**src/sv/lfa_ram.sv**
```systemverilog
// Generic single write port, single read port RAM with registered read data.
module lfa_ram #(
  parameter int unsigned WIDTH = 6,
  parameter int unsigned DEPTH = 128,
  localparam int unsigned ADDR_W = $clog2(DEPTH)
) (
  input  logic              clk_i,
  input  logic              we_i,
  input  logic [ADDR_W-1:0] waddr_i,
  input  logic [WIDTH-1:0]  wdata_i,
  input  logic [ADDR_W-1:0] raddr_i,
  output logic [WIDTH-1:0]  rdata_o
);

  logic [WIDTH-1:0] mem_q [DEPTH];
  logic [WIDTH-1:0] rdata_q;

  always_ff @(posedge clk_i) begin
    if (we_i) begin
      mem_q[waddr_i] <= wdata_i;
    end
    rdata_q <= mem_q[raddr_i];
  end

  assign rdata_o = rdata_q;

endmodule

```
**config.mk**
```make
export PLATFORM = sky130hd
export DESIGN_NAME = lfa_ram
export DESIGN_NICKNAME = d
export VERILOG_FILES = /design/src/sv/lfa_ram.sv
export SDC_FILE = /design/constraint.sdc
export NUM_CORES = 1
export LEC_CHECK = 0
export BUFFER_PORTS_ARGS = -buffer_cell sky130_fd_sc_hd__buf_2
export CORE_MARGIN = 3
export CORE_UTILIZATION = 43
export CTS_BUF_LIST = sky130_fd_sc_hd__clkbuf_8 sky130_fd_sc_hd__clkbuf_16
export DETAILED_ROUTE_END_ITERATION = 7
export GPL_ROUTABILITY_DRIVEN = 0
export SLEW_MARGIN = 20
export SYNTH_ARGS = -nofsm -noshare
export SYNTH_HDL_FRONTEND = slang
export SYNTH_SLANG_ARGS = --single-unit
export TNS_END_PERCENT = 20
```
**constraint.sdc**
```tcl
create_clock -name clk_i -period 4.55 [get_ports clk_i]
set_clock_uncertainty 0.15 [all_clocks]
set_input_delay 0.455 -clock clk_i [delete_from_list [all_inputs] [get_ports clk_i]]
set_output_delay 0.455 -clock clk_i [all_outputs]
set_load 0.05 [all_outputs]
```
==> results.tsv <==
stage	metric	value	unit
cts	numCtsBuffers	79	
global_routing	grt.total_usage	0.187	
timing	whs	0.144	ns
worst_setup_path	worstSetupEndpointType	register	
logic_synthesis	syn_area	29900	sq um
floorplan	initial_core_util	0.435	
pwr	swShare	0.212	
detailed_routing	final_antenna_net_count	0	
finish	layout.nets	1371	
floorplan	die_area	72800	sq um
min_path	worstHoldPathType	in -> reg	
detailed_routing	wl_per_cell	28.5	microns
worst_setup_path	critical_path.max_fanout	33	
pwr	power_frac_seq	0.538	
cts	clock_sinks	774	
timing	timing.fmax	0.357	GHz
timing	max_slew_margin	0.204	
logic_synthesis	yosysWarnings	0	
timing	fin_tns_setup	0	ns
timing	worstMarginPinSlew	1.19	ns
worst_setup_path	worstSetupPathType	in -> reg	
cts	tritoncts	yes	
logic_synthesis	synth_nets	1293	
pwr	powerDensity	435	nW/um^2
placed_design	placed_cells	2199	
global_routing	grt_pass1_wl	99600	microns
detailed_routing	wl	66900	microns
floorplan	die_y	270	microns
timing	period_share	0.616	
logic_synthesis	yosysSeqAreaShare	0.775	
logic_synthesis	synth_top_area_cell	edfxtp_1	
placed_design	io_buffers	27	
global_routing	antenna_found_initial	10	
timing	hold_viol	0	
cts	clk_path_buf_depth	3	
pwr	p_int	0.0116	W
cts	clk_latency	0.62	ns
placed_design	place_area	31400	sq um
global_routing	grt_max_degree	95	
floorplan	ios	28	
global_routing	grt_pass1_vias	14100	
pwr	ir_drop	0.000304	V
detailed_routing	vias	13500	
placed_design	dp_hpwl	40600	microns
detailed_routing	drt_iter0_drc	1500	
cts	cts-hold-fix-buffers	0	
floorplan	num_rows	96	
logic_synthesis	ys_types	16	
finish	final_cells	2345	
logic_synthesis	synth_area_leaders	edfxtp_1, mux4_2, nor2_1	
run_status	status	complete, no violations	
detailed_routing	vias_per_cell	5.75	
pwr	p_comb_frac	0.051	
pwr	p_switching	0.00312	W
cts	cts_max_level	3	
timing	setup_viol	0	
cts	cts_root_buf	clkbuf_16	
worst_setup_path	worstPathRequired	4.91	ns
finish	finalInstanceArea	33800	sq um
global_routing	grt_overflow	0	
floorplan	die_w	270	microns
timing	period_minus_slack	2.80	ns
finish	layout-drive-gt1-share	0.306	
worst_setup_path	critPathArrivalTime	3.16	ns
logic_synthesis	synth_cells	1271	
detailed_routing	firstDrtPassIters	5	
pwr	clkPwrFrac	0.411	
logic_synthesis	ys_ff_latch	774	
logic_synthesis	avgSynthCellArea	23.5	sq um
worst_setup_path	startpoint_type	input pin	
job	max-cap-violations	0	
finish	synthToLayoutAreaGrowth	12.9	%
cts	postCtsResizedCells	0	
cts	path_clk_slew	0.06	ns
floorplan	core	68800	sq um
detailed_routing	drc	0	
finish	final_util	0.491	
logic_synthesis	synth.top_cell.area_share	0.771	
timing	rsz0062_at_grt	false	
timing	slew_violations	0	
cts	post_cts_buffers	0	
pwr	p_leak	10.3	nW
[per-layer routing]
layer	vias up	share of wire	GRT usage
met2	496	0.46	0.281
met4	6	0.021	0.0541
li1	5567	-	-
met3	94	0.077	0.0394
met5	-	0.00057	0
met1	7313	0.44	0.281
[critical path, stage by stage]
cell    delay, ns
buf_8        0.35
buf_4        0.39
mux4_2       0.61
mux4_2       0.51
mux4_2       0.53
mux2_2       0.28
[power by group through the flow]
stage	sequential, W	combinational (W)	clock [W]
finish	0.00790	0.000747	0.00604
global route	0.00789	0.000796	0.00645
CTS	0.00790	0.000761	0.00616
detailed placement	0.00805	0.000761	0
global placement	0.00805	0.000749	0
floorplan	0.00807	0.000403	0
[cell usage in the layout (no fill, tap or decap), drive strengths merged, types with 6 or more instances in the layout]
cell    Yosys  final
mux2        6      6
clkbuf     30     82
nand2      14     14
nor2b       7      7
clkinv      0     33
nor2      122    122
buf        39     65
nand3      12     12
dfxtp       6      6
mux4      252    252
inv         0     21
edfxtp    768    768
nor3        9      9
[worst paths after layout]
kind	slack, ns	to	depth (start not counted)	from
worst max-delay path	1.75	rdata_o[2]	6	raddr_i[0]
worst min-delay path	0.14	rdata_o[1]	2	raddr_i[5]
worst max register to register	2.04	rdata_o[2]	4	mem_q[95][2]
worst min register to register	0.97	rdata_o[2]	4	mem_q[56][2]
[flip-flops by register name (all words and copies together), names as in the netlist]
register	count
mem_q	768
rdata_o	6
[cells in the mapped netlist]
| library cell | number |
|---|---|
| nor2_1 | 122 |
| buf_2 | 16 |
| nand2_1 | 14 |
| mux2_2 | 6 |
| buf_4 | 6 |
| dfxtp_1 | 6 |
| or3_1 | 1 |
| nor3_1 | 9 |
| edfxtp_1 | 768 |
| nand3_1 | 12 |
| nand4_1 | 3 |
| clkbuf_1 | 30 |
| nor2b_1 | 7 |
| mux4_2 | 252 |
| nand2b_1 | 2 |
| buf_1 | 17 |
[cell type report]
type                            instances  area [sq um]
Sequential cell                       774         23200
Multi-Input combinational cell        428          6450
Antenna cell                            4          10.0
Fill cell                            5431         35100
Clock buffer                           81          2030
Tap cell                              931          1160
Clock inverter                         61           358
Timing Repair Buffer                   66           577
[metrics by stage]
| stage | power (W) | setup WS (ns) |
|---|---|---|
| floorplan | 0.00847 | 1.50 |
| global placement | 0.00880 | 1.06 |
| detailed placement | 0.00881 | 1.06 |
| CTS | 0.0148 | 1.73 |
| global route | 0.0151 | 1.62 |
| finish | 0.0147 | 1.75 |
[kinds of logic after synthesis]
kind of cell	after synthesis	share of synthesized area
buf+inv	69	0.0101
flops	774	0.775
mux	258	0.192
simple gates	170	0.0233
No activity file was read; power rests on OpenSTA's default activity.
